### src/rtl/core/sbrp_pkg.sv
`default_nettype none

package sbrp_pkg;

  // default packet size limit in bytes
  localparam int unsigned MaxPacketBytesDef = 2048;

  localparam logic [31:0] MagicCookie     = 32'h2112A442;
  localparam logic [15:0] TypeBindingResp = 16'h0101;
  localparam logic [15:0] AttrXorMapped   = 16'h0020;
  localparam logic [7:0]  FamilyIpv4      = 8'h01;

  localparam int unsigned HeaderBytes = 20;
  // width of attribute offsets and end positions
  localparam int unsigned OffsW = 18;

  typedef enum logic [2:0] {
    PH_HEADER,
    PH_ATTR_HEAD,
    PH_SKIP,
    PH_FOUND,
    PH_DONE
  } phase_e;

  typedef enum logic [1:0] {
    ST_OK,
    ST_SHORT,
    ST_PARSE,
    ST_NOT_FOUND
  } status_e;

  typedef struct packed {
    logic [7:0] data;
    logic       last;
  } item_t;

  typedef struct packed {
    status_e     status;
    logic [31:0] address;
    logic [15:0] port;
  } result_t;

endpackage

`default_nettype wire

### src/rtl/core/sbrp_walker.sv
`default_nettype none

module sbrp_walker #(
  parameter int unsigned MaxPacketBytes = sbrp_pkg::MaxPacketBytesDef
) (
  input  wire logic             clk_i,
  input  wire logic             rst_ni,
  input  wire logic             step_i,
  input  wire sbrp_pkg::item_t  item_i,
  output sbrp_pkg::result_t     result_o
);
  import sbrp_pkg::*;

  localparam int unsigned PosW = $clog2(MaxPacketBytes + 2);

  logic [PosW-1:0]  pos_q, pos_d;
  logic [31:0]      hdr_q, hdr_d;
  logic [15:0]      msg_len_q, msg_len_d;
  logic             hdr_bad_q, hdr_bad_d;
  phase_e           phase_q, phase_d;
  logic [15:0]      attr_type_q, attr_type_d;
  logic [15:0]      attr_len_q, attr_len_d;
  logic [OffsW-1:0] start_q, start_d;
  status_e          outcome_q, outcome_d;
  logic [OffsW-1:0] req_end_q, req_end_d;
  logic [15:0]      port_q, port_d;
  logic [31:0]      addr_q, addr_d;

  logic [OffsW-1:0] p_w;
  logic [OffsW-1:0] len_w;
  logic [OffsW-1:0] k;
  logic [OffsW-1:0] msg_end;
  logic [OffsW-1:0] new_start;
  logic [OffsW-1:0] enter_start;
  logic [1:0]       pad;
  logic             take;
  logic             enter_req;
  status_e          status;

  always_comb begin
    pos_d       = pos_q;
    hdr_d       = hdr_q;
    msg_len_d   = msg_len_q;
    hdr_bad_d   = hdr_bad_q;
    phase_d     = phase_q;
    attr_type_d = attr_type_q;
    attr_len_d  = attr_len_q;
    start_d     = start_q;
    outcome_d   = outcome_q;
    req_end_d   = req_end_q;
    port_d      = port_q;
    addr_d      = addr_q;
    enter_req   = 1'b0;
    enter_start = start_q;
    new_start   = '0;
    pad         = '0;

    p_w  = OffsW'(pos_q);
    take = p_w < OffsW'(MaxPacketBytes);
    k    = p_w - start_q;

    if (take) begin
      pos_d = pos_q + PosW'(1);
      case (phase_q)
        PH_HEADER: begin
          hdr_d = {hdr_q[23:0], item_i.data};
          if (p_w == OffsW'(1) && hdr_d[15:0] != TypeBindingResp) hdr_bad_d = 1'b1;
          if (p_w == OffsW'(3)) msg_len_d = hdr_d[15:0];
          if (p_w == OffsW'(7) && hdr_d != MagicCookie) hdr_bad_d = 1'b1;
          if (p_w == OffsW'(HeaderBytes - 1)) begin
            enter_req   = 1'b1;
            enter_start = OffsW'(HeaderBytes);
          end
        end
        PH_ATTR_HEAD: begin
          if (!k[1]) begin
            attr_type_d = {attr_type_q[7:0], item_i.data};
          end else begin
            attr_len_d = {attr_len_q[7:0], item_i.data};
          end
          if (k[1:0] == 2'd3) begin
            req_end_d = start_q + OffsW'(4) + OffsW'(attr_len_d);
            if (attr_type_q == AttrXorMapped && attr_len_d >= 16'd8) begin
              start_d   = start_q + OffsW'(4);
              outcome_d = ST_OK;
              phase_d   = PH_FOUND;
            end else begin
              pad       = 2'd0 - attr_len_d[1:0];
              new_start = req_end_d + OffsW'(pad);
              start_d   = new_start;
              if (new_start <= p_w + OffsW'(1)) begin
                enter_req   = 1'b1;
                enter_start = new_start;
              end else begin
                phase_d = PH_SKIP;
              end
            end
          end
        end
        PH_SKIP: begin
          if (p_w + OffsW'(1) >= start_q) begin
            enter_req   = 1'b1;
            enter_start = start_q;
          end
        end
        PH_FOUND: begin
          if (k == OffsW'(1) && item_i.data != FamilyIpv4) begin
            outcome_d = ST_PARSE;
          end else if (k == OffsW'(2) || k == OffsW'(3)) begin
            port_d = {port_q[7:0], item_i.data};
          end else if (k >= OffsW'(4) && k < OffsW'(8)) begin
            addr_d = {addr_q[23:0], item_i.data};
          end
        end
        default: begin
        end
      endcase
    end else begin
      pos_d = PosW'(MaxPacketBytes + 1);
    end

    // walk ends once an attribute would start at or past the message end
    msg_end = OffsW'(HeaderBytes) + OffsW'(msg_len_d);
    if (enter_req) begin
      start_d = enter_start;
      if (enter_start >= msg_end) begin
        phase_d   = PH_DONE;
        outcome_d = ST_NOT_FOUND;
      end else begin
        phase_d = PH_ATTR_HEAD;
      end
    end

    len_w = OffsW'(pos_d);
    if (len_w > OffsW'(MaxPacketBytes)) begin
      status = ST_PARSE;
    end else if (len_w < OffsW'(HeaderBytes)) begin
      status = ST_SHORT;
    end else if (hdr_bad_d || msg_end > len_w) begin
      status = ST_PARSE;
    end else begin
      case (phase_d)
        PH_SKIP:  status = (len_w < req_end_d) ? ST_PARSE : ST_NOT_FOUND;
        PH_FOUND: status = (len_w < req_end_d) ? ST_PARSE : outcome_d;
        PH_DONE:  status = outcome_d;
        default:  status = ST_NOT_FOUND;
      endcase
    end

    result_o.status = status;
    if (status == ST_OK) begin
      result_o.address = addr_d ^ MagicCookie;
      result_o.port    = port_d ^ MagicCookie[31:16];
    end else begin
      result_o.address = '0;
      result_o.port    = '0;
    end
  end

  always_ff @(posedge clk_i or negedge rst_ni) begin
    if (!rst_ni) begin
      pos_q       <= '0;
      hdr_q       <= '0;
      msg_len_q   <= '0;
      hdr_bad_q   <= 1'b0;
      phase_q     <= PH_HEADER;
      attr_type_q <= '0;
      attr_len_q  <= '0;
      start_q     <= OffsW'(HeaderBytes);
      outcome_q   <= ST_NOT_FOUND;
      req_end_q   <= '0;
      port_q      <= '0;
      addr_q      <= '0;
    end else if (step_i && item_i.last) begin
      // packet done, back to the reset state for the next one
      pos_q       <= '0;
      hdr_q       <= '0;
      msg_len_q   <= '0;
      hdr_bad_q   <= 1'b0;
      phase_q     <= PH_HEADER;
      attr_type_q <= '0;
      attr_len_q  <= '0;
      start_q     <= OffsW'(HeaderBytes);
      outcome_q   <= ST_NOT_FOUND;
      req_end_q   <= '0;
      port_q      <= '0;
      addr_q      <= '0;
    end else if (step_i) begin
      pos_q       <= pos_d;
      hdr_q       <= hdr_d;
      msg_len_q   <= msg_len_d;
      hdr_bad_q   <= hdr_bad_d;
      phase_q     <= phase_d;
      attr_type_q <= attr_type_d;
      attr_len_q  <= attr_len_d;
      start_q     <= start_d;
      outcome_q   <= outcome_d;
      req_end_q   <= req_end_d;
      port_q      <= port_d;
      addr_q      <= addr_d;
    end
  end

  a_last_restarts: assert property (@(posedge clk_i) disable iff (!rst_ni)
    step_i && item_i.last |=> pos_q == '0 && phase_q == PH_HEADER)
    else $error("walker did not restart after last byte");

  a_header_left: assert property (@(posedge clk_i) disable iff (!rst_ni)
    pos_q > PosW'(HeaderBytes) |-> phase_q != PH_HEADER)
    else $error("still in header phase past the header");

  a_ok_only_found: assert property (@(posedge clk_i) disable iff (!rst_ni)
    outcome_q == ST_OK |-> phase_q == PH_FOUND)
    else $error("ok outcome outside found phase");

endmodule

`default_nettype wire

### src/rtl/core/sbrp_out_reg.sv
`default_nettype none

module sbrp_out_reg (
  input  wire logic              clk_i,
  input  wire logic              rst_ni,
  input  wire logic              load_i,
  input  wire sbrp_pkg::result_t result_i,
  input  wire logic              out_stall_i,
  output logic                   blocked_o,
  output logic                   out_valid_o,
  output sbrp_pkg::result_t      result_o
);
  import sbrp_pkg::*;

  logic    valid_q, valid_d;
  result_t res_q;

  assign blocked_o = valid_q && out_stall_i;

  always_comb begin
    valid_d = valid_q;
    if (valid_q && !out_stall_i) valid_d = 1'b0;
    if (load_i) valid_d = 1'b1;
  end

  always_ff @(posedge clk_i or negedge rst_ni) begin
    if (!rst_ni) begin
      valid_q <= 1'b0;
    end else begin
      valid_q <= valid_d;
    end
  end

  always_ff @(posedge clk_i) begin
    if (load_i) res_q <= result_i;
  end

  assign out_valid_o = valid_q;
  assign result_o    = res_q;

endmodule

`default_nettype wire

### src/rtl/core/stun_binding_response_parser_unit.sv
// stun binding response parser: pulls the ipv4 xor-mapped-address out of a
// received stun packet that arrives one byte per request
//
// input channel: in_valid_i / in_stall_o with packet_byte_i and last_byte_i;
// last_byte_i marks the final byte of a packet
// output channel: out_valid_o / out_stall_i with status_o, mapped_address_o
// and mapped_port_o; exactly one result request per packet, on its last byte
//
// out_valid_o rises once a last byte has passed the input register and then the
// result register; it is later only while an earlier result still sits stalled
// throughput: one byte per cycle while no last byte waits behind a stalled result,
// set by the header/attribute walker between the input register and the result register
//
// reset clears the input and result valids and puts the walker back to the
// start of a packet; the walker also restarts by itself after each last byte
// a stalled result only holds back a last byte waiting behind it; ordinary
// bytes keep flowing while the result waits to be taken
`default_nettype none

module stun_binding_response_parser_unit #(
  parameter int unsigned MaxPacketBytes = sbrp_pkg::MaxPacketBytesDef
) (
  input  wire logic        clk_i,
  input  wire logic        rst_ni,
  input  wire logic        in_valid_i,
  output logic             in_stall_o,
  input  wire logic [7:0]  packet_byte_i,
  input  wire logic        last_byte_i,
  output logic             out_valid_o,
  input  wire logic        out_stall_i,
  output logic [1:0]       status_o,
  output logic [31:0]      mapped_address_o,
  output logic [15:0]      mapped_port_o
);
  import sbrp_pkg::*;

  // input register
  logic    in_valid_q, in_valid_d;
  item_t   item_q;
  logic    accept;
  logic    step;
  logic    out_blocked;
  result_t walk_res;
  result_t out_res;

  // a last byte must wait until the result slot is free or draining
  assign step       = in_valid_q && !(item_q.last && out_blocked);
  assign in_stall_o = in_valid_q && !step;
  assign accept     = in_valid_i && !in_stall_o;

  always_comb begin
    in_valid_d = in_valid_q;
    if (step) in_valid_d = 1'b0;
    if (accept) in_valid_d = 1'b1;
  end

  always_ff @(posedge clk_i or negedge rst_ni) begin
    if (!rst_ni) begin
      in_valid_q <= 1'b0;
    end else begin
      in_valid_q <= in_valid_d;
    end
  end

  always_ff @(posedge clk_i) begin
    if (accept) begin
      item_q.data <= packet_byte_i;
      item_q.last <= last_byte_i;
    end
  end

  // header checks and attribute walk, one byte per step
  sbrp_walker #(
    .MaxPacketBytes(MaxPacketBytes)
  ) u_walker (
    .clk_i   (clk_i),
    .rst_ni  (rst_ni),
    .step_i  (step),
    .item_i  (item_q),
    .result_o(walk_res)
  );

  // result register, loaded on the last byte of each packet
  sbrp_out_reg u_out_reg (
    .clk_i      (clk_i),
    .rst_ni     (rst_ni),
    .load_i     (step && item_q.last),
    .result_i   (walk_res),
    .out_stall_i(out_stall_i),
    .blocked_o  (out_blocked),
    .out_valid_o(out_valid_o),
    .result_o   (out_res)
  );

  assign status_o         = out_res.status;
  assign mapped_address_o = out_res.address;
  assign mapped_port_o    = out_res.port;

  a_no_stall_when_empty: assert property (@(posedge clk_i) disable iff (!rst_ni)
    !in_valid_q |-> !in_stall_o)
    else $error("input stalled with empty input register");

  a_plain_byte_flows: assert property (@(posedge clk_i) disable iff (!rst_ni)
    in_valid_q && !item_q.last |-> !in_stall_o)
    else $error("non-last byte held back");

  a_last_gives_result: assert property (@(posedge clk_i) disable iff (!rst_ni)
    step && item_q.last |=> out_valid_o)
    else $error("last byte produced no result");

endmodule

`default_nettype wire
### config.mk
export PLATFORM = sky130hd
export DESIGN_NAME = stun_binding_response_parser_unit
export DESIGN_NICKNAME = d
export VERILOG_FILES = /design/src/rtl/core/sbrp_pkg.sv /design/src/rtl/core/sbrp_walker.sv /design/src/rtl/core/sbrp_out_reg.sv /design/src/rtl/core/stun_binding_response_parser_unit.sv
export SDC_FILE = /design/constraint.sdc
export NUM_CORES = 1
export LEC_CHECK = 0
export BUFFER_PORTS_ARGS = -buffer_cell sky130_fd_sc_hd__buf_2
export CAP_MARGIN = 20
export CORE_MARGIN = 2
export CORE_UTILIZATION = 65
export CTS_BUF_LIST = sky130_fd_sc_hd__clkbuf_2 sky130_fd_sc_hd__clkbuf_4 sky130_fd_sc_hd__clkbuf_8
export DETAILED_ROUTE_END_ITERATION = 8
export HOLD_SLACK_MARGIN = 0.06
export PLACE_DENSITY = 0.8
export SLEW_MARGIN = 25
export SYNTH_ARGS = -nofsm -noshare
export SYNTH_HDL_FRONTEND = slang
export SYNTH_SLANG_ARGS = --single-unit
### constraint.sdc
create_clock -name clk_i -period 14.3 [get_ports clk_i]
set_input_delay 4.29 -clock clk_i [delete_from_list [all_inputs] [get_ports clk_i]]
set_output_delay 4.29 -clock clk_i [all_outputs]
set_load 0.005 [all_outputs]
==> results.toml <==
[power_and_ir_drop]
ir_drop_v = 0.0001264
p_total_mw = 1.666
leakagePower_nw = 7.587
powerDensity_nw_per_um2 = 96.09

[yosys]
synth-main-ff-cell = "dfrtp_1"
synth.distinct_cells = 88
yosys-top-cells-area = "dfrtp_1 (27%), edfxtp_1 (11%), ha_1 (7.9%)"
synth-seq-cells = 235
synth.avg_cell_area_um2 = 8.983
synth_top_area_cell = "dfrtp_1"
netlist_instances = 1773
synthArstFlopShare = 0.7489
yosys_warnings = 0
yosys.cell_count.top_type = "nand2_1"
syn_nets = 1890
synth_compound_area_frac = 0.2076
syn_area_um2 = 15930
synthXorXnorAreaFrac = 0.03959
synth-simple-area-share = 0.1887
synth_top_family_by_area = "compound AO/OA/AOI/OAI gates"
synth_mux_area_frac = 0.04502
yosys.area_share.adder = 0.08312
synth_top_area_share = 0.2702
ys_seq_area_frac = 0.3881
yosys-top-cells-count = "nand2_1 (181), dfrtp_1 (172), a21oi_1 (130), nor2_1 (115), o21ai_0 (106)"
synth_edf_count = 59

[job]
drv_cap = 0

[place]
gp_congestion = 1.112
portBuffers = 64
dpl.hpwl_um = 36870

[worst_setup_path]
crit_buf_inv = 4
worstSetupEndpointType = "register"
r2r_start = "u_walker.pos_q[0]"
ff2ff_path_depth = 37
crit_path_frequent_cell = "ha_1"
critPathKind = "reg -> reg"
slowest_stage = "a2111oi_0"
r2r_end = "u_out_reg.result_o[45]"
cp.required_ps = 14560
arrival_ps = 10310
cpPeakStageDelay_ps = 580
crit_family = "compound AO/OA/AOI/OAI gates"
worstPathMaxFanout = 49
cp-start-kind = "register"
rrSetupSlack_ps = 4250

[min_path]
holdPathEnd = "u_walker.addr_q[28]"
min_path_cells = 2
min_path_type = "reg -> reg"
hold_start = "u_walker.addr_q[28]"

[sta]
finalCritPeriodShare = 0.7028
finalMaxSlewViolations = 0
clock_skew_ps = 54.79
max_freq_mhz = 99.50
grt_setup_unrepaired = "no"
fin_setup_tns_ps = 0
worstMarginPinSlew_ps = 994.1
min_period_ps = 10050
slew_headroom = 0.3183
holdWs_ps = 483.3
setup_viol = 0
finalHoldViolations = 0

[detailed_routing]
vias = 14420
drcViolationCount = 0
final_antenna_net_count = 0
wl_per_cell_um = 23.35
first_iter_violations = 1854
totalWireLength_um = 50430
drt_pre_antenna_iters = 5
vias_per_cell = 6.674

[clock_tree]
ctsHoldBuffers = 0
cts.path.max_buffers = 3
cts_setup_buffers = 0
clkSinkCount = 235
cts_inserted_buffers = 40
ctsResizeCount = 0
clkLatencyLatePin_ps = 580
htreeDepth = 2
cts-root-buf = "clkbuf_8"
cts_tree = "yes"
clk_pin_slew_ps = 70

[layout]
drive_above_1_share = 0.1236
seq_area_um2 = 6181
n_antenna_cell = 0
area_growth_pct = 8.869
multiInputGateArea_um2 = 9035
fin_nets = 1922
filler_cell_count = 1809
post-route-util = 0.7172

[floorplanning]
coreArea_um2 = 24180
ioPinCount = 65
rows = 57
die_y_um = 160.5
die_x_um = 160.5
die_area_um2 = 25770
initial_utilization = 0.6587

[grt]
grt_pass1_vias = 13890
overflow = 0
antenna_found_initial = 0
grt_max_degree = 85
grt_pass1_wl_um = 77940
grt_usage = 0.3895

[outcome]
status = "completed"
[registers in the layout, indices dropped and copies added, names as in the netlist, 16 cells and up]
name / count
u_walker.addr_q: 32
u_walker.req_end_q: 18
u_out_reg.result_o: 50
u_walker.start_q: 18
u_walker.msg_len_q: 16
u_walker.port_q: 16
u_walker.attr_len_q: 16
u_walker.attr_type_q: 16
u_walker.hdr_q: 24
[power breakdown]
group          leakage (nW)  internal, mW  switching [mW]
registers              3.01         0.708          0.0200
clock network         0.433         0.339           0.288
logic                  4.15         0.112           0.199
total                  7.59          1.16           0.507
[final cells by class]
class / instances / area share
timing repair buffer: 93 / 0.03161
clock inverter: 12 / 0.004402
clock buffer: 61 / 0.04337
tap: 324 / 0.02338
sequential: 235 / 0.3565
inverter: 91 / 0.01970
multi-input combinational: 1344 / 0.5211
[per-layer routing]
| metal | wire (um) | track usage |
|---|---|---|
| met5 | 0 | 0 |
| met1 | 20510 | 0.5330 |
| met2 | 22800 | 0.6013 |
| met4 | 2010 | 0.1691 |
| met3 | 5111 | 0.08549 |
[metrics by stage]
step	setup WS (ps)	cell area [um2]	instances
global placement	4906	16480	2087
floorplan	5239	15930	1773
detailed placement	4487	16490	2087
global route	3511	17340	2160
CTS	4382	17320	2160
finish	4250	17340	2160
[worst max path at each step]
stage,start,endpoint,slack (ps),depth (start not counted)
after global routing,u_walker.pos_q[0],u_out_reg.result_o[31],3510,37
after global placement,u_walker.pos_q[0],u_out_reg.result_o[40],4910,37
after CTS,u_walker.pos_q[0],u_out_reg.result_o[45],4380,37
final,u_walker.pos_q[0],u_out_reg.result_o[45],4250,37
after floorplan,u_walker.pos_q[0],u_out_reg.result_o[13],5240,43
after detailed placement,u_walker.pos_q[0],u_out_reg.result_o[29],4490,37
[worst min-delay path, stage by stage, from the launching register on]
cell	delay [ps]
dfrtp_1	340
nand2_1	40
o21ai_0	60
[cells by family (layout without fill, tap and decap cells)]
family / after synthesis / in the layout
and+or+nand+nor: 609 / 609
AOI/OAI and AO/OA: 494 / 494
DFF: 235 / 235
buffers and inverters: 194 / 257
adders and majority gates: 104 / 104
xor gates and xnor gates: 69 / 69
muxes: 68 / 68
[layout by cell type (no fill, tap or decap), drive strengths merged, types with 25 or more instances in the layout]
cell type	synthesis	routed
clkbuf	78	61
mux2i	55	55
nor2	115	115
edfxtp	59	59
nand4	27	27
a21o	26	26
ha	101	101
a22o	60	60
nor2b	54	54
dfrtp	172	172
xnor2	44	44
buf	25	93
nand3	50	50
a21oi	132	132
nand2	181	181
o21ai	116	116
xor2	25	25
inv	89	91
nor3	72	72
(Power assumes the default switching activity.)
